<file path="src/rtl/dcc_pkg.sv">
package dcc_pkg;

  localparam int unsigned YearW  = 13;
  localparam int unsigned CountW = 17;
  localparam int unsigned DoyW   = 10;

  localparam logic [YearW-1:0] YearCeil = 13'd4096;

  localparam logic [0:0] CfgBaseYear    = 1'b0;
  localparam logic [0:0] CfgBaseWeekday = 1'b1;

  localparam logic [11:0] BaseYearRst    = 12'd1970;
  localparam logic [2:0]  BaseWeekdayRst = 3'd4;

  localparam logic OpDateToCount = 1'b0;
  localparam logic OpCountToDate = 1'b1;

  typedef enum logic [5:0] {
    StIdle   = 6'b000001,
    StCheck  = 6'b000010,
    StYear   = 6'b000100,
    StMonth  = 6'b001000,
    StDoy    = 6'b010000,
    StFinish = 6'b100000
  } state_e;

  typedef struct packed {
    logic load;
    logic check;
    logic year_step;
    logic year_end;
    logic month_step;
    logic doy_calc;
    logic out_load;
  } cmd_t;

  typedef struct packed {
    logic check_ok;
    logic year_more;
    logic year_fail;
    logic month_more;
  } sts_t;

  typedef struct packed {
    logic [5:0]        week_number;
    logic [2:0]        weekday;
    logic [CountW-1:0] count;
    logic [4:0]        day;
    logic [3:0]        month;
    logic [11:0]       year;
  } res_t;

  // Gregorian rule; mod 25 by reciprocal multiply with one correction step
  function automatic logic is_leap(logic [11:0] y);
    logic [9:0]  x;
    logic [19:0] p;
    logic [5:0]  q;
    logic [9:0]  r;
    x = y[11:2];
    p = {10'b0, x} * 20'd655;
    q = p[19:14];
    r = x - 10'(q * 6'd25);
    if (r >= 10'd25) begin
      r = r - 10'd25;
      q = q + 6'd1;
    end
    if (y[1:0] != 2'b00) return 1'b0;
    if (r != 10'd0) return 1'b1;
    return q[1:0] == 2'b00;
  endfunction

  function automatic logic [4:0] month_len(logic leap, logic [3:0] m);
    case (m)
      4'd2:                         return leap ? 5'd29 : 5'd28;
      4'd4, 4'd6, 4'd9, 4'd11:      return 5'd30;
      default:                      return 5'd31;
    endcase
  endfunction

  // Quotient by seven of a small value: reciprocal 146/1024 under-estimates by at most one
  function automatic logic [DoyW-1:0] div7(logic [DoyW-1:0] x);
    logic [2*DoyW-1:0] p;
    logic [DoyW-1:0]   q;
    logic [DoyW-1:0]   r;
    p = {{DoyW{1'b0}}, x} * (2*DoyW)'(146);
    q = p[2*DoyW-1:DoyW];
    r = x - DoyW'(q * DoyW'(7));
    if (r >= DoyW'(7)) q = q + DoyW'(1);
    return q;
  endfunction

  function automatic logic [2:0] mod7(logic [DoyW-1:0] x);
    logic [DoyW-1:0] r;
    r = x - DoyW'(div7(x) * DoyW'(7));
    return r[2:0];
  endfunction

endpackage

</file>
<file path="src/rtl/calendar_date_converter_core.sv">
// Gregorian date converter: date to day count and day count to date.
//
// Input channel s_axis: tuser carries the operation (0 = date to count,
// 1 = count to date), tdata carries year, month, day and day count. One item
// is taken at a time; tready is high only while the block is idle.
// Output channel m_axis: tuser is the valid flag, tdata the date, count,
// weekday and Sunday-based week number. An invalid date or count gives all
// result fields zero with tuser low.
// Per item: a check step, then one year step per cycle from the base year,
// one month step per cycle, a day-of-year step and the output load; the
// year walk takes the longest. A new item is taken as soon as the result
// sits in the output register, even while the receiver stalls it; the next
// result then waits in the finish step until the output register frees.
// Configuration: cfg_index_i 0 writes the base year, 1 the base weekday; write
// only while idle. Reset loads base year 1970 and weekday Thursday and empties
// the output register.
module calendar_date_converter_core #(
  parameter int unsigned YEAR_SPAN = 256
) (
  input  logic        clk_i,
  input  logic        rst_ni,
  input  logic        s_axis_tvalid,
  output logic        s_axis_tready,
  // year_in[11:0], month_in[15:12], day_in[20:16], count_in[37:21], zero fill
  input  logic [39:0] s_axis_tdata,
  // operation
  input  logic        s_axis_tuser,
  output logic        m_axis_tvalid,
  input  logic        m_axis_tready,
  // year_out[11:0], month_out[15:12], day_out[20:16], count_out[37:21],
  // weekday[40:38], week_number[46:41], zero fill
  output logic [47:0] m_axis_tdata,
  // valid_res
  output logic        m_axis_tuser,
  input  logic        cfg_we_i,
  input  logic [0:0]  cfg_index_i,
  input  logic [11:0] cfg_data_i
);

  dcc_pkg::cmd_t cmd;
  dcc_pkg::sts_t sts;

  // Sequencer: drives the year and month walks, holds the output valid
  dcc_ctrl u_ctrl (
    .clk_i         (clk_i),
    .rst_ni        (rst_ni),
    .s_axis_tvalid (s_axis_tvalid),
    .s_axis_tready (s_axis_tready),
    .m_axis_tvalid (m_axis_tvalid),
    .m_axis_tready (m_axis_tready),
    .sts_i         (sts),
    .cmd_o         (cmd)
  );

  // Datapath: base registers, accumulators and the output register
  dcc_dp #(
    .YEAR_SPAN (YEAR_SPAN)
  ) u_dp (
    .clk_i        (clk_i),
    .rst_ni       (rst_ni),
    .cmd_i        (cmd),
    .sts_o        (sts),
    .s_axis_tdata (s_axis_tdata),
    .s_axis_tuser (s_axis_tuser),
    .cfg_we_i     (cfg_we_i),
    .cfg_index_i  (cfg_index_i),
    .cfg_data_i   (cfg_data_i),
    .m_axis_tdata (m_axis_tdata),
    .m_axis_tuser (m_axis_tuser)
  );

endmodule

</file>
<file path="src/rtl/dcc_ctrl.sv">
module dcc_ctrl (
  input  logic              clk_i,
  input  logic              rst_ni,
  input  logic              s_axis_tvalid,
  output logic              s_axis_tready,
  output logic              m_axis_tvalid,
  input  logic              m_axis_tready,
  input  dcc_pkg::sts_t     sts_i,
  output dcc_pkg::cmd_t     cmd_o
);

  dcc_pkg::state_e state_q, state_d;
  logic            mvalid_q, mvalid_d;

  always_comb begin
    state_d = state_q;
    cmd_o   = '0;
    case (state_q)
      dcc_pkg::StIdle: begin
        if (s_axis_tvalid) begin
          cmd_o.load = 1'b1;
          state_d    = dcc_pkg::StCheck;
        end
      end
      dcc_pkg::StCheck: begin
        cmd_o.check = 1'b1;
        state_d     = sts_i.check_ok ? dcc_pkg::StYear : dcc_pkg::StFinish;
      end
      dcc_pkg::StYear: begin
        if (sts_i.year_more) begin
          cmd_o.year_step = 1'b1;
        end else begin
          cmd_o.year_end = 1'b1;
          state_d        = sts_i.year_fail ? dcc_pkg::StFinish : dcc_pkg::StMonth;
        end
      end
      dcc_pkg::StMonth: begin
        if (sts_i.month_more) begin
          cmd_o.month_step = 1'b1;
        end else begin
          state_d = dcc_pkg::StDoy;
        end
      end
      dcc_pkg::StDoy: begin
        cmd_o.doy_calc = 1'b1;
        state_d        = dcc_pkg::StFinish;
      end
      dcc_pkg::StFinish: begin
        if (!mvalid_q || m_axis_tready) begin
          cmd_o.out_load = 1'b1;
          state_d        = dcc_pkg::StIdle;
        end
      end
      default: state_d = dcc_pkg::StIdle;
    endcase
  end

  always_comb begin
    mvalid_d = mvalid_q;
    if (m_axis_tready) mvalid_d = 1'b0;
    if (cmd_o.out_load) mvalid_d = 1'b1;
  end

  always_ff @(posedge clk_i or negedge rst_ni) begin
    if (!rst_ni) begin
      state_q  <= dcc_pkg::StIdle;
      mvalid_q <= 1'b0;
    end else begin
      state_q  <= state_d;
      mvalid_q <= mvalid_d;
    end
  end

  assign s_axis_tready = (state_q == dcc_pkg::StIdle);
  assign m_axis_tvalid = mvalid_q;

endmodule

</file>
<file path="src/rtl/dcc_dp.sv">
module dcc_dp #(
  parameter int unsigned YEAR_SPAN = 256
) (
  input  logic          clk_i,
  input  logic          rst_ni,
  input  dcc_pkg::cmd_t cmd_i,
  output dcc_pkg::sts_t sts_o,
  input  logic [39:0]   s_axis_tdata,
  input  logic          s_axis_tuser,
  input  logic          cfg_we_i,
  input  logic [0:0]    cfg_index_i,
  input  logic [11:0]   cfg_data_i,
  output logic [47:0]   m_axis_tdata,
  output logic          m_axis_tuser
);

  localparam int unsigned YW = dcc_pkg::YearW;
  localparam int unsigned CW = dcc_pkg::CountW;
  localparam int unsigned DW = dcc_pkg::DoyW;

  logic [11:0]   base_year_q;
  logic [2:0]    base_wd_q;

  logic          op_q;
  logic [11:0]   yin_q;
  logic [3:0]    min_q;
  logic [4:0]    din_q;
  logic          ok_q;
  logic [YW-1:0] yr_q;
  logic [3:0]    mo_q;
  logic [CW-1:0] jan1_q;
  logic [CW-1:0] rem_q;
  logic [CW-1:0] cnt_q;
  logic [2:0]    wd_q;
  logic [DW-1:0] doy_q;
  logic [4:0]    day_q;

  logic          res_ok_q;
  dcc_pkg::res_t res_q;

  logic [YW-1:0] lim_sum, lim;
  logic          in_leap, yr_leap;
  logic [4:0]    in_mlen, yr_mlen;
  logic [CW-1:0] yr_len;
  logic [3:0]    wd_sum;
  logic [2:0]    wd_next;
  logic [2:0]    first_gap;
  logic [DW-1:0] first_day;
  logic [5:0]    week;
  logic [2:0]    wday;
  dcc_pkg::res_t res_d;

  always_ff @(posedge clk_i or negedge rst_ni) begin
    if (!rst_ni) begin
      base_year_q <= dcc_pkg::BaseYearRst;
      base_wd_q   <= dcc_pkg::BaseWeekdayRst;
    end else if (cfg_we_i) begin
      case (cfg_index_i)
        dcc_pkg::CfgBaseYear:    base_year_q <= cfg_data_i;
        dcc_pkg::CfgBaseWeekday: base_wd_q   <= cfg_data_i[2:0];
        default: ;
      endcase
    end
  end

  assign lim_sum = {1'b0, base_year_q} + YW'(YEAR_SPAN);
  assign lim     = (lim_sum > dcc_pkg::YearCeil) ? dcc_pkg::YearCeil : lim_sum;

  assign in_leap = dcc_pkg::is_leap(yin_q);
  assign in_mlen = dcc_pkg::month_len(in_leap, min_q);
  assign yr_leap = dcc_pkg::is_leap(yr_q[11:0]);
  assign yr_mlen = dcc_pkg::month_len(yr_leap, mo_q);
  assign yr_len  = yr_leap ? CW'(366) : CW'(365);
  assign wd_sum  = {1'b0, wd_q} + (yr_leap ? 4'd2 : 4'd1);
  assign wd_next = (wd_sum >= 4'd7) ? 3'(wd_sum - 4'd7) : wd_sum[2:0];

  always_comb begin
    sts_o.check_ok = (op_q == dcc_pkg::OpCountToDate) ||
                     ((yin_q >= base_year_q) && ({1'b0, yin_q} < lim) &&
                      (min_q >= 4'd1) && (min_q <= 4'd12) &&
                      (din_q >= 5'd1) && (din_q <= in_mlen));
    if (op_q == dcc_pkg::OpDateToCount) begin
      sts_o.year_more  = yr_q < {1'b0, yin_q};
      sts_o.year_fail  = 1'b0;
      sts_o.month_more = mo_q < min_q;
    end else begin
      sts_o.year_more  = (yr_q < lim) && (rem_q >= yr_len);
      sts_o.year_fail  = !(yr_q < lim);
      sts_o.month_more = rem_q >= CW'(yr_mlen);
    end
  end

  always_ff @(posedge clk_i) begin
    if (cmd_i.load) begin
      op_q  <= s_axis_tuser;
      yin_q <= s_axis_tdata[11:0];
      min_q <= s_axis_tdata[15:12];
      din_q <= s_axis_tdata[20:16];
      cnt_q <= s_axis_tdata[37:21];
    end
    if (cmd_i.check) begin
      ok_q   <= sts_o.check_ok;
      yr_q   <= {1'b0, base_year_q};
      mo_q   <= 4'd1;
      jan1_q <= '0;
      rem_q  <= (op_q == dcc_pkg::OpCountToDate) ? cnt_q : '0;
      wd_q   <= (base_wd_q == 3'd7) ? 3'd0 : base_wd_q;
    end
    if (cmd_i.year_step) begin
      yr_q   <= yr_q + YW'(1);
      jan1_q <= jan1_q + yr_len;
      wd_q   <= wd_next;
      if (op_q == dcc_pkg::OpCountToDate) rem_q <= rem_q - yr_len;
    end
    if (cmd_i.year_end && sts_o.year_fail) ok_q <= 1'b0;
    if (cmd_i.month_step) begin
      mo_q <= mo_q + 4'd1;
      if (op_q == dcc_pkg::OpDateToCount) rem_q <= rem_q + CW'(yr_mlen);
      else rem_q <= rem_q - CW'(yr_mlen);
    end
    if (cmd_i.doy_calc) begin
      if (op_q == dcc_pkg::OpDateToCount) begin
        // day of the year is the month sum plus the day offset
        cnt_q <= jan1_q + rem_q + CW'(din_q) - CW'(1);
        doy_q <= DW'(rem_q + CW'(din_q) - CW'(1));
        day_q <= din_q;
      end else begin
        doy_q <= DW'(cnt_q - jan1_q);
        day_q <= 5'(rem_q + CW'(1));
      end
    end
    if (cmd_i.out_load) begin
      res_q    <= ok_q ? res_d : '0;
      res_ok_q <= ok_q;
    end
  end

  // Sunday-based week: first Sunday after 1 January falls on day of year first_day
  assign first_gap = 3'd7 - wd_q;
  assign first_day = DW'(first_gap);
  assign week = (doy_q >= first_day) ?
                6'(dcc_pkg::div7(doy_q - first_day) + DW'(2)) : 6'd1;
  assign wday = dcc_pkg::mod7(doy_q + DW'(wd_q));

  always_comb begin
    res_d.year        = yr_q[11:0];
    res_d.month       = mo_q;
    res_d.day         = day_q;
    res_d.count       = cnt_q;
    res_d.weekday     = wday;
    res_d.week_number = week;
  end

  assign m_axis_tdata = {1'b0, res_q};
  assign m_axis_tuser = res_ok_q;

endmodule

</file>
<file path="config.mk">
export PLATFORM = sky130hd
export DESIGN_NAME = calendar_date_converter_core
export DESIGN_NICKNAME = d
export VERILOG_FILES = /design/src/rtl/dcc_pkg.sv /design/src/rtl/calendar_date_converter_core.sv /design/src/rtl/dcc_ctrl.sv /design/src/rtl/dcc_dp.sv
export SDC_FILE = /design/constraint.sdc
export NUM_CORES = 1
export LEC_CHECK = 0
export ABC_AREA = 1
export BUFFER_PORTS_ARGS = -buffer_cell sky130_fd_sc_hd__buf_2
export CAP_MARGIN = 20
export CORE_MARGIN = 5
export CORE_UTILIZATION = 55
export DETAILED_ROUTE_END_ITERATION = 7
export HOLD_SLACK_MARGIN = 0.1
export PLACE_DENSITY = 0.7
export RECOVER_POWER = 25
export SKIP_LAST_GASP = 1
export SYNTH_ARGS = -nofsm -noshare
export SYNTH_HDL_FRONTEND = slang
export SYNTH_SLANG_ARGS = --single-unit
export TNS_END_PERCENT = 10
</file>
<file path="constraint.sdc">
create_clock -name clk_i -period 15.05 [get_ports clk_i]
set_input_delay 3.01 -clock clk_i [delete_from_list [all_inputs] [get_ports clk_i]]
set_output_delay 3.01 -clock clk_i [all_outputs]
set_load 0.1 [all_outputs]
</file>
Yosys cells after proc, flatten, opt, wreduce, memory -nomap -nowiden
Index checks and enable logic that the tools add are counted.

Bits of input ports: 59. Output and inout port bits: 51. Bits in registers: 179.

$add $sub $neg: 31. Bitwise gates (word level): 1. Multiplexer cells: 70. Reduce and logical (&&, ||, !) cells: 26. Order comparisons: 18. Multipliers: 9. Equal/unequal tests: 21.

Operators with widths (count): 17-bit two-way mux (11); 10-bit subtractor (5); 6-bit two-way mux (7); 10-bit by 10-bit multiplier with 20-bit output, second input constant (2); 10-bit two-way mux (4); 13-bit two-way mux (3); 6-bit one-hot mux with 6 select lines (1); 17-bit by 5-bit adder with 17-bit output (2); 10-bit by 7-bit multiplier with 17-bit output, second input constant (2); 1-bit two-way mux (29); 10-bit by 3-bit greater-or-equal comparator with 1-bit output, second input constant (2); 10-bit by 5-bit greater-or-equal comparator with 1-bit output, second input constant (2); 6-bit by 5-bit multiplier with 10-bit output, second input constant (2); 8-bit by 3-bit multiplier with 10-bit output, second input constant (2); 5-bit one-hot mux with 2 select lines (2); 10-bit nonzero test (2); 10-bit by 5-bit subtractor with 10-bit output, second input constant (2); 17-bit adder (1); 17-bit by 9-bit adder with 17-bit output (1); 17-bit by 5-bit greater-or-equal comparator with 1-bit output (1); 17-bit by 9-bit greater-or-equal comparator with 1-bit output (1); 17-bit by 1-bit subtractor with 17-bit output, second input constant (1); 17-bit by 5-bit subtractor with 17-bit output (1); 17-bit by 9-bit subtractor with 17-bit output (1); other kinds (54) (89).

Logic depth before layout (Yosys ltp)
Gate-level depths: netlist of the first run.

Depth in word-level cells: 18. Gate-level depth with buffers: 69. Gate-level depth less buffers: 69.

Cells and area by module
Synthesis of the first run repeated with hierarchy kept, for this count alone.

Cells, all modules: 2717. Area total of the unflattened synthesis: 22201.3 um^2.

Modules (own cells, without submodules): dcc_dp (area an instance 21752.1 um^2, times used 1, cells each 2651); dcc_ctrl (area an instance 449.2 um^2, times used 1, cells each 66).

Worst setup path before layout of the first run
No wires, ideal clock.

Path kind: register to register. Start: register u_dp.yr_q[9]. End: register u_dp.jan1_q[0], enable pin. Period minus slack after synthesis: 10.752 ns. Stages on the path, launching flop included: 61. Path slack: 4.298 ns. Arrival time: 10.268 ns. Buffers on the path: 1. Library setup time: 0.485 ns. Path through: edfxtp_1 > inv_1 > fa_1 > inv_1 > ha_1 > ha_1 > inv_1 > fa_1 > fa_1 > inv_1 > ha_1 > nand2_1 > nor2_1 > and2_1 > nand2_1 > nand3_1 > nand2_1 > inv_1 > (+25 left out) > nand2_1 > nand2_1 > inv_1 > nand2_1 > nor2_1 > nand3_1 > nand2_2 > ha_1 > a21oi_1 > nor2_1 > nor2_1 > nor2_1 > a21oi_1 > o2111a_1 > a21oi_1 > nand3_2 > clkbuf_1 > nand2_1.

Word-level cells in the longest chain between the ends: 17. Elaborated cells on any way between the ends: 24.

Ends and longest elaborated chain: start, declared (line dcc_dp.sv:29) `logic [YW-1:0] yr_q;`; start signal, assigned (line dcc_dp.sv:103) `yr_q <= {1'b0, base_year_q};`; start signal, assigned (line dcc_dp.sv:110) `yr_q <= yr_q + YW'(1);`; 10-bit by 10-bit multiplier with 20-bit output (line dcc_pkg.sv:60) `p = {10'b0, x} * 20'd655;`; 6-bit by 5-bit multiplier with 10-bit output (line dcc_pkg.sv:62) `r = x - 10'(q * 6'd25);`; 10-bit subtractor (line dcc_pkg.sv:62); 10-bit by 5-bit subtractor with 10-bit output or 10-bit by 5-bit greater-or-equal comparator with 1-bit output (tied branches) (line dcc_pkg.sv:64, dcc_pkg.sv:63); 10-bit two-way mux (line dcc_pkg.sv:63) `if (r >= 10'd25) begin`; 10-bit nonzero test (line dcc_pkg.sv:68) `if (r != 10'd0) return 1'b1;`; 1-bit two-way mux (2 in series) (line dcc_pkg.sv:68); 1-bit two-way mux (line dcc_pkg.sv:69) `return q[1:0] == 2'b00;`; 1-bit two-way mux (line dcc_pkg.sv:68); 2-bit two-way mux (line dcc_dp.sv:73) `assign yr_len = yr_leap ? CW'(366) : CW'(365);`; 17-bit by 9-bit greater-or-equal comparator with 1-bit output (line dcc_dp.sv:87) `sts_o.year_more = (yr_q < lim) && (rem_q >= yr_len);`; 1-bit logical AND (line dcc_dp.sv:87); 3-bit two-way mux (*) (line dcc_dp.sv:82) `if (op_q == dcc_pkg::OpDateToCount) begin`; 1-bit two-way mux (*) (line dcc_ctrl.sv:30) `if (sts_i.year_more) begin`; 2-bit two-way mux (*) (line dcc_ctrl.sv:18) `case (state_q)`; 2-bit nonzero test (no line) (*); end signal, assigned (line dcc_dp.sv:111) `jan1_q <= jan1_q + yr_len;`; end, declared (line dcc_dp.sv:31) `logic [CW-1:0] jan1_q;`.

Mark *: on every way between the ends. The rest lies on a longest branch, timed or not. The select of a mux whose other input is x is not followed. A chain may end at the register's enable or synchronous reset.

Final worst setup path of the first run
Start: register u_dp.yr_q[7]. End: register u_dp.rem_q[4].

Word-level cells in the longest chain between the ends: 18. Elaborated cells on any way between the ends: 35.

Ends and longest elaborated chain: 10-bit by 10-bit multiplier with 20-bit output (line dcc_pkg.sv:60); 6-bit by 5-bit multiplier with 10-bit output (line dcc_pkg.sv:62); 10-bit subtractor (line dcc_pkg.sv:62); 10-bit by 5-bit subtractor with 10-bit output or 10-bit by 5-bit greater-or-equal comparator with 1-bit output (tied branches) (line dcc_pkg.sv:64, dcc_pkg.sv:63); 10-bit two-way mux (line dcc_pkg.sv:63); 10-bit nonzero test (line dcc_pkg.sv:68); 1-bit two-way mux (2 in series) (line dcc_pkg.sv:68); 1-bit two-way mux (line dcc_pkg.sv:69); 1-bit two-way mux (line dcc_pkg.sv:68); 2-bit two-way mux (line dcc_dp.sv:73); 17-bit by 9-bit greater-or-equal comparator with 1-bit output (line dcc_dp.sv:87); 1-bit logical AND (line dcc_dp.sv:87); 3-bit two-way mux (line dcc_dp.sv:82); 1-bit two-way mux (line dcc_ctrl.sv:30); 2-bit two-way mux (line dcc_ctrl.sv:18); 17-bit two-way mux (line dcc_dp.sv:109) `if (cmd_i.year_step) begin`; 17-bit two-way mux (*) (line dcc_dp.sv:116) `if (cmd_i.month_step) begin`; end signal, assigned (line dcc_dp.sv:113) `if (op_q == dcc_pkg::OpCountToDate) rem_q <= rem_q - yr_len;`; end signal, assigned (line dcc_dp.sv:118) `if (op_q == dcc_pkg::OpDateToCount) rem_q <= rem_q + CW'(yr_mlen);`; end signal, assigned (line dcc_dp.sv:119) `else rem_q <= rem_q - CW'(yr_mlen);`; end, declared (line dcc_dp.sv:32) `logic [CW-1:0] rem_q;`.

Marked as above.

==> results of run 1 <==
==> cells by family (layout without fill, tap and decap cells) <==
| group | count (synthesis) | after routing | share of synthesized area [%] |
|---|---|---|---|
| simple gates | 872 | 872 | 16.90 |
| buf+inv | 612 | 716 | 10.35 |
| fa+ha+maj | 560 | 560 | 34.89 |
| compound gates | 403 | 403 | 10.33 |
| flops | 179 | 179 | 21.96 |
| xor+xnor | 134 | 134 | 5.501 |
| other cells | 1 | 1 | 0.01672 |
| mux | 1 | 1 | 0.04463 |
==> registers in the layout (all words and copies together), names as in the netlist, 3 cells and up <==
| name | flops |
|---|---|
| u_dp.rem_q | 17 |
| u_dp.min_q | 4 |
| u_dp.day_q | 5 |
| u_dp.base_year_q | 12 |
| u_dp.cnt_q | 17 |
| u_ctrl.state_q | 6 |
| u_dp.doy_q | 10 |
| u_dp.yr_q | 13 |
| u_dp.wd_q | 3 |
| u_dp.din_q | 5 |
| u_dp.base_wd_q | 3 |
| u_dp.jan1_q | 17 |
| u_dp.yin_q | 12 |
| u_dp.mo_q | 4 |
| u_dp.m_axis_tdata | 47 |
==> cell type report <==
class | instances | share of cell area, %
Clock buffer | 19 | 1.888
Timing Repair Buffer | 114 | 2.434
Sequential cell | 179 | 20.48
Clock inverter | 13 | 0.4005
Tap cell | 532 | 2.767
Inverter | 570 | 8.894
Multi-Input combinational cell | 1971 | 63.13
==> placed cells by master, fill, tap and decap left out, types with 5 or more instances in the layout <==
cell,n
sky130_fd_sc_hd__a211oi_1,6
sky130_fd_sc_hd__a21o_1,8
sky130_fd_sc_hd__a21oi_1,142
sky130_fd_sc_hd__buf_2,105
sky130_fd_sc_hd__buf_4,5
sky130_fd_sc_hd__clkbuf_16,18
sky130_fd_sc_hd__dfrtp_1,13
sky130_fd_sc_hd__dfstp_2,9
sky130_fd_sc_hd__dfxtp_1,34
sky130_fd_sc_hd__edfxtp_1,122
sky130_fd_sc_hd__fa_1,109
sky130_fd_sc_hd__ha_1,451
sky130_fd_sc_hd__inv_1,561
sky130_fd_sc_hd__inv_2,5
sky130_fd_sc_hd__inv_6,5
sky130_fd_sc_hd__nand2_1,426
sky130_fd_sc_hd__nand2_2,7
sky130_fd_sc_hd__nand3_1,141
sky130_fd_sc_hd__nand3_2,5
sky130_fd_sc_hd__nand3b_1,6
sky130_fd_sc_hd__nand4_1,35
sky130_fd_sc_hd__nor2_1,188
sky130_fd_sc_hd__nor2_2,5
sky130_fd_sc_hd__nor3_1,25
sky130_fd_sc_hd__nor4_1,12
sky130_fd_sc_hd__o211ai_1,21
sky130_fd_sc_hd__o21ai_0,147
sky130_fd_sc_hd__o21ai_1,9
sky130_fd_sc_hd__o21ai_2,6
sky130_fd_sc_hd__o21bai_1,14
sky130_fd_sc_hd__o22ai_1,9
sky130_fd_sc_hd__or2_2,11
sky130_fd_sc_hd__xnor2_1,39
sky130_fd_sc_hd__xor2_1,90
==> critical path, delay by kind of cell (launching register included) <==
| kind | cells | cell delay, ns |
|---|---|---|
| and+or+nand+nor | 22 | 3.24 |
| adders and majority gates | 11 | 4.23 |
| xor gates and xnor gates | 2 | 0.35 |
| AOI/OAI and AO/OA | 12 | 2.08 |
| DFF | 1 | 0.76 |
| buffers and inverters | 15 | 1.60 |
==> routing by layer <==
layer  vias to the layer above  GRT usage, %  routed length, microns
met5                         -             0                       0
met4                         0         8.174                    1467
met3                        81         2.875                    1979
met2                       375         39.98                   24860
met1                      8519         31.52                   24220
li1                       9216             -                       -
==> worst max path at each step <==
| stage | slack, ns | from | to |
|---|---|---|---|
| after CTS | 2.81 | u_dp.yr_q[9]$_DFFE_PP_ | u_dp.rem_q[4]$_DFF_P_ |
| after floorplan | 4.30 | u_dp.yr_q[9]$_DFFE_PP_ | u_dp.jan1_q[0]$_SDFFCE_PP0P_ |
| after global routing | 1.65 | u_dp.yr_q[9]$_DFFE_PP_ | u_dp.rem_q[4]$_DFF_P_ |
| final | 2.70 | u_dp.yr_q[7]$_DFFE_PP_ | u_dp.rem_q[4]$_DFF_P_ |
| after detailed placement | 2.86 | u_dp.yr_q[9]$_DFFE_PP_ | u_dp.rem_q[4]$_DFF_P_ |
| after global placement | 3.05 | u_dp.yr_q[9]$_DFFE_PP_ | u_dp.jan1_q[10]$_SDFFCE_PP0P_ |
==> per-stage QoR <==
step / hold slack (ns) / area [sq um] / util, % / worst slack, ns / std cells
6_report: 0.5099 / 24060 / 59.32 / 2.699 / 3398
5_1_grt: 0.5300 / 24060 / 59.32 / 1.651 / 3398
4_1_cts: 0.5143 / 24050 / 59.31 / 2.810 / 3397
3_5_place_dp: 0.4973 / 23500 / 57.95 / 2.860 / 3365
3_3_place_gp: 0.4880 / 23500 / 57.95 / 3.054 / 3365
2_1_floorplan: 0.4064 / 22430 / - / 4.298 / 2762
==> out/summary.md, run 1 <==
## Status
• finished, violations left — outcome
• capacitance limit, slew limit — violations in the final reports

## Layout
• 3,472 — fin nets
• 3,587 — # fillers
• 7.397% — share of final-layout standard cells stronger than drive strength 1
• 0 — Antenna diodes
• 7.264% — area grow syn2layout
• 15,190 sq um — footprint of the multi-input gates
• 4927 sq um — Seq. cell area

## Clocking
• 0.07 ns — clock transition at the register clock pins on the worst setup and hold paths after CTS
• 0.46 ns — clock network latency to the later pin of the worst-skew pair
• 2 — number of buffers on the longest clock path
• 4 — number of H-tree branching levels
• sky130_fd_sc_hd__clkbuf_16 — buffer cell driving the clock tree root
• 0 — # resized after CTS
• 0 — CTS Hold Bufs
• yes — TritonCTS clock tree
• 179 — sinks on the clock net
• 0 — setup repair bufs after CTS
• 17 — clock buffer count from CTS

## Synth
• 68 — Distinct cells, synth
• 122 — number of synthesized flops with an enable pin
• sky130_fd_sc_hd__inv_1 (561), sky130_fd_sc_hd__ha_1 (451), sky130_fd_sc_hd__nand2_1 (426) — most frequent cells after synthesis
• sky130_fd_sc_hd__ha_1 — Synth area leader
• 2,762 — Syn Inst Count
• sky130_fd_sc_hd__ha_1 (25%), sky130_fd_sc_hd__edfxtp_1 (16%), sky130_fd_sc_hd__fa_1 (9.7%) — cell types with the largest area share after synthesis
• sky130_fd_sc_hd__edfxtp_1 — top flip-flop cell by instance count after synthesis
• 8.120 sq um — Avg Cell Area, Syn
• 179 — flop and latch count out of synthesis
• 3,381 — Syn Nets
• 12.29% — proportion of synthesized flip-flops having asynchronous set or reset
• 0 — Warnings, synthesis
• sky130_fd_sc_hd__inv_1 — most instantiated library cell after synthesis
• 22,430 sq um — Cell Area, Synth
• 25.16% — Synth top area share
• 21.96% — sequential fraction of the synthesis area

## Worst hold path
• u_dp.day_q[1]$_DFFE_PN_ — hold wc startpoint
• 2 — cell depth of the worst hold path
• u_dp.m_axis_tdata[17]$_SDFFCE_PN0P_ — hold path endpoint
• reg -> reg — type of the most critical hold path

## Timing
• 12.35 ns — final worst path period need
• no — unrepaired setup endpoints after global routing
• 0 — total setup violations reported at the end of the flow
• 0 ns — Final TNS setup
• 80.96 MHz — Max Freq
• 114 — max-slew violation count
• 82.07% — final worst-path cycle share
• 0.01773 ns — Worst Skew
• 2.970 ns — transition time at the pin with the least slew margin
• 0 — final count of hold timing violations
• -98.03% — Relative slew margins

## Setup path
• sky130_fd_sc_hd__inv_1 — Top cell by count, worst path
• reg -> reg — critical setup path kind
• sky130_fd_sc_hd__nand2_1 — CP max-delay cell
• u_dp.rem_q[4]$_DFF_P_ — worst r2r dst
• flip-flop — capturing element type of the critical path
• u_dp.yr_q[7]$_DFFE_PP_ — launching point of the worst reg2reg path
• 62 — number of cell instances on the worst register-to-register path
• flip-flop — critical path startpoint category
• 27 — maximum fanout along the worst path
• 15.40 ns — required time at the endpoint of the critical path
• 0.91 ns — Crit path largest cell delay
• 12.70 ns — worst path arrival time
• 2.70 ns — minimum setup slack among reg-to-reg paths

## Floorplan
• 40,550 sq um — area inside the core boundary
• 55.30% — starting density of the core
• 211.9 microns — Die Span Y
• 211.9 microns — DIE WIDTH
• 74 — number of rows in the core area
• 110 — num ports
• 44,910 sq um — die area

## Detailed routing
• 6 — DR pass1 iterations
• 18,190 — routed via count
• 15.46 microns — average detailed-routed wire length per instance
• 0 — number of DRC violations after detailed routing
• 0 — Post-DRT Antenna Nets
• 5.353 — post-DR vias/cell
• 52.53 mm — detailed-route wire length
• 1,089 — violation count after the first detailed-route iteration

## Flow run
• 2 — number of max-capacitance violations reported

## Placed design
• 0.9118 — gpl congestion
• 42.39 mm — dpl hpwl
• 106 — count of input and output buffers

## Global route
• 86.62 mm — first-pass GRT wire length
• 0 — initial antenna violation count
• 0 — aggregate global routing overflow
• 18,040 — vias in the first global route
• 69 — largest net degree at the start of global routing
• 23.65% — global routing usage summed across all routing layers

Power of run 1 is not shown: default switching activity piles up to over one toggle a cycle in this logic, so the estimate is an artifact.
==> run 2: changes to the inputs <==
--- a/config.mk
+++ b/config.mk
@@ -5,14 +5,14 @@
 export SDC_FILE = /design/constraint.sdc
 export NUM_CORES = 1
 export LEC_CHECK = 0
-export ABC_AREA = 1
+export ABC_AREA = 0
 export BUFFER_PORTS_ARGS = -buffer_cell sky130_fd_sc_hd__buf_2
 export CAP_MARGIN = 20
 export CORE_MARGIN = 5
 export CORE_UTILIZATION = 55
 export DETAILED_ROUTE_END_ITERATION = 7
 export HOLD_SLACK_MARGIN = 0.1
-export PLACE_DENSITY = 0.7
+export PLACE_DENSITY = 0.73
 export RECOVER_POWER = 25
 export SKIP_LAST_GASP = 1
 export SYNTH_ARGS = -nofsm -noshare
==> constraint.sdc (replaced) <==
create_clock -name clk_i -period 10 [get_ports clk_i]
set_input_delay 2 -clock clk_i [delete_from_list [all_inputs] [get_ports clk_i]]
set_output_delay 2 -clock clk_i [all_outputs]
set_load 0.1 [all_outputs]
==> run 2 against run 1 <==
Setup slack got worse by 2.9 ns; highest routed layer is now met5; cell area is 7.0% higher; the run ends with capacitance limit, slew limit, setup timing left; maximum frequency is 21% higher; critical path type unchanged; clock-buffer cell count decreased by 2; sequential cell count is the same.
==> out/summary.md, run 2 <==
## Layout
• 47 — max reg flops, unchanged
• 3,234 — fin nets, -6.9%
• sky130_fd_sc_hd__ha_1 — most frequent standard cell in the layout excluding fill and tap cells
• 17.38% — share of final-layout standard cells stronger than drive strength 1, +10 points
• 3,178 — # fillers, -11%
• 17.11% — area grow syn2layout
• 0 — Antenna diodes, unchanged
• sky130_fd_sc_hd__ha_1 (439), sky130_fd_sc_hd__inv_1 (341), sky130_fd_sc_hd__buf_4 (166), sky130_fd_sc_hd__nand2_1 (143), sky130_fd_sc_hd__edfxtp_1 (122) — commonest cells after routing, fill and taps aside
• 25,730 sq um — final std cell area, no fill, +7.0%

## Timing
• 0 — final count of hold timing violations, unchanged
• 80 — total setup violations reported at the end of the flow, +80
• 101.7% — final worst-path cycle share, +20 points
• -7.561 ns — Final TNS setup, -7.561 ns
• 2.325 ns — transition time at the pin with the least slew margin, -0.6456 ns
• 90 — max-slew violation count, -21%
• -54.99% — Relative slew margins, +43 points
• 98.29 MHz — Max Freq, +21%
• yes — unrepaired setup endpoints after global routing
• 10.17 ns — final worst path period need, -2.178 ns
• 0.01642 ns — Worst Skew, -0.001312 ns
• -0.1735 ns — crit path setup slack, layout, -2.872 ns

## Clocking
• 4 — number of H-tree branching levels, unchanged
• yes — TritonCTS clock tree
• sky130_fd_sc_hd__clkbuf_16 — buffer cell driving the clock tree root
• 0.47 ns — clock network latency to the later pin of the worst-skew pair, about the same
• 2 — number of buffers on the longest clock path, unchanged
• 0 — CTS Hold Bufs, unchanged
• 17 — clock buffer count from CTS, unchanged
• 0.08 ns — clock transition at the register clock pins on the worst setup and hold paths after CTS, about the same
• 179 — sinks on the clock net, unchanged

## Detailed routing
• 5 — DR pass1 iterations, -1
• 18,020 — routed via count, -0.96%
• 5.712 — post-DR vias/cell, +6.7%
• 0 — number of DRC violations after detailed routing, unchanged
• 17.62 microns — average detailed-routed wire length per instance, +14%
• 0 — Post-DRT Antenna Nets, unchanged
• 1,280 — violation count after the first detailed-route iteration, +18%
• 55.58 mm — detailed-route wire length, +5.8%

## Synth
• 12.29% — proportion of synthesized flip-flops having asynchronous set or reset, unchanged
• 2,965 — Syn Nets, -12%
• sky130_fd_sc_hd__ha_1 — most instantiated library cell after synthesis
• 179 — flop and latch count out of synthesis, unchanged
• 21,970 sq um — Cell Area, Synth, -2.0%
• sky130_fd_sc_hd__ha_1 — Synth area leader
• 122 — number of synthesized flops with an enable pin, unchanged
• sky130_fd_sc_hd__edfxtp_1 — top flip-flop cell by instance count after synthesis
• 9.361 sq um — Avg Cell Area, Syn, +15%
• 95 — Distinct cells, synth, +40%
• 25.63% — Synth top area share, +0.47 points
• sky130_fd_sc_hd__ha_1 (26%), sky130_fd_sc_hd__edfxtp_1 (17%), sky130_fd_sc_hd__fa_1 (9.9%) — cell types with the largest area share after synthesis
• sky130_fd_sc_hd__ha_1 (450), sky130_fd_sc_hd__inv_1 (356), sky130_fd_sc_hd__nand2_1 (147) — most frequent cells after synthesis
• 2,347 — Syn Inst Count, -15%
• 0 — Warnings, synthesis, unchanged
• 22.42% — sequential fraction of the synthesis area, +0.46 points

## Setup path
• 0.52 ns — Crit path largest cell delay, -0.39 ns
• 10.54 ns — worst path arrival time, -2.16 ns
• flip-flop — capturing element type of the critical path
• sky130_fd_sc_hd__fa_2 — CP max-delay cell
• 10.37 ns — required time at the endpoint of the critical path, -5.03 ns
• reg -> reg — critical setup path kind
• flip-flop — critical path startpoint category
• 7 — maximum fanout along the worst path, -74%
• sky130_fd_sc_hd__inv_2 — Top cell by count, worst path
• 48 — number of cell instances on the worst register-to-register path, -23%

## Global route
• 18,400 — vias in the first global route, +2.0%
• 46 — largest net degree at the start of global routing, -33%
• 1 — initial antenna violation count, +1
• 25.23% — global routing usage summed across all routing layers, +1.6 points
• 0 — aggregate global routing overflow, unchanged
• 91.26 mm — first-pass GRT wire length, +5.4%

## Status
• capacitance limit, slew limit, setup timing — violations in the final reports
• finished, violations left — outcome

## Flow run
• 2 — number of max-capacitance violations reported, unchanged

## Placed design
• 0.9726 — gpl congestion, +6.7%
• 106 — count of input and output buffers, unchanged
• 43.98 mm — dpl hpwl, +3.7%
• 24,310 sq um — placed inst area, +3.4%

## Worst hold path
• 1 — cell depth of the worst hold path, -1
• reg -> reg — type of the most critical hold path

## Floorplan
• 55.42% — starting density of the core, +0.12 points
• 44,040 sq um — die area, -1.9%
• 209.9 microns — Die Span Y, -0.98%
• 39,640 sq um — area inside the core boundary, -2.3%
• 110 — num ports, unchanged
• 73 — number of rows in the core area, -1.4%
• 209.9 microns — DIE WIDTH, -0.98%

-- run 2: changes by cell type in the layout (fill, tap and decap cells not counted), moves of 53 or more --
| cell | change |
|---|---|
| sky130_fd_sc_hd__o21ai_0 | -67 |
| sky130_fd_sc_hd__nor2_1 | -72 |
| sky130_fd_sc_hd__buf_4 | +161 |
| sky130_fd_sc_hd__nand2_1 | -283 |
| sky130_fd_sc_hd__nand3_1 | -97 |
| sky130_fd_sc_hd__inv_1 | -220 |
| sky130_fd_sc_hd__a21oi_1 | -53 |
| sky130_fd_sc_hd__xnor2_1 | +54 |
-- run 2: repair_timing --
action | 4_1_cts | 5_1_grt
endpoints found under the hold margin | 0 | 0
gates resized for setup | 59 | 60
setup buffers | 26 | 7
setup endpoints to repair | 95 | 99
pin swaps | 34 | 27
gates cloned | 1 | 2
-- run 2: worst max-delay path: cells and delay by family (launching register included) --
| kind | cells | cell delay (ns) |
|---|---|---|
| adders and majority gates | 11 | 4.01 |
| AOI/OAI and AO/OA | 15 | 2.71 |
| and+or+nand+nor | 10 | 1.79 |
| buffers and inverters | 10 | 0.72 |
| DFF | 1 | 0.39 |
| muxes | 1 | 0.29 |
| xor gates and xnor gates | 1 | 0.12 |
-- run 2: final timing paths --
kind                                                  to  slack, ns                   start
max                               u_dp.rem_q[14]$_DFF_P_      -0.17  u_dp.yr_q[7]$_DFFE_PP_
min                               u_dp.rem_q[15]$_DFF_P_       0.54  u_dp.cnt_q[15]$_DFF_P_
max reg2reg                       u_dp.rem_q[14]$_DFF_P_      -0.17  u_dp.yr_q[7]$_DFFE_PP_
min reg2reg                       u_dp.rem_q[15]$_DFF_P_       0.54  u_dp.cnt_q[15]$_DFF_P_
max in group asynchronous  u_dp.base_wd_q[0]$_DFFE_PN0P_       8.07                  rst_ni
min in group asynchronous  u_ctrl.state_q[3]$_DFFE_PN0P_       1.53                  rst_ni
-- run 2: layer usage --
| layer | GRT usage, % | wire [microns] | up-vias |
|---|---|---|---|
| met5 | 0 | 13 | - |
| li1 | - | - | 8749 |
| met2 | 43.63 | 27290 | 445 |
| met1 | 33.04 | 24440 | 8730 |
| met3 | 3.737 | 2517 | 91 |
| met4 | 7.156 | 1313 | 2 |
-- run 2: cell families after synthesis --
kind of cell             after synthesis  share of synthesized area [%]
AO/OA/AOI/OAI                        456                          13.99
buffers and inverters                403                          6.982
AND/OR/NAND/NOR                      558                          12.82
XOR/XNOR                             146                          6.008
other                                  1                        0.01707
adder cells (fa/ha/maj)              559                          35.56
flip-flops                           179                          22.42
multiplexers                          45                          2.204
-- run 2: final cells by class --
cell class                      instances  area, sq um  share of cell area [%]
Multi-Input combinational cell       1767        16160                   62.82
Clock buffer                           17        425.4                   1.653
Tap cell                              525        656.9                   2.553
Sequential cell                       179         4926                   19.15
Timing Repair Buffer                  292         2032                   7.897
Inverter                              359         1348                   5.237
Clock inverter                         15        178.9                  0.6954
-- run 2: metrics by stage --
step                utilization, %  hold WS (ns)  setup slack [ns]  cells
floorplan                        -        0.4064           -0.1344   2347
global placement             61.33        0.4776           -0.4959   3086
detailed placement           61.33        0.4872           -0.8329   3086
CTS                          64.01        0.5336          -0.09699   3145
global route                 64.91        0.5424           -0.6698   3154
finish                       64.91        0.5357           -0.1735   3154
Power of run 2 is left out for the same reason.
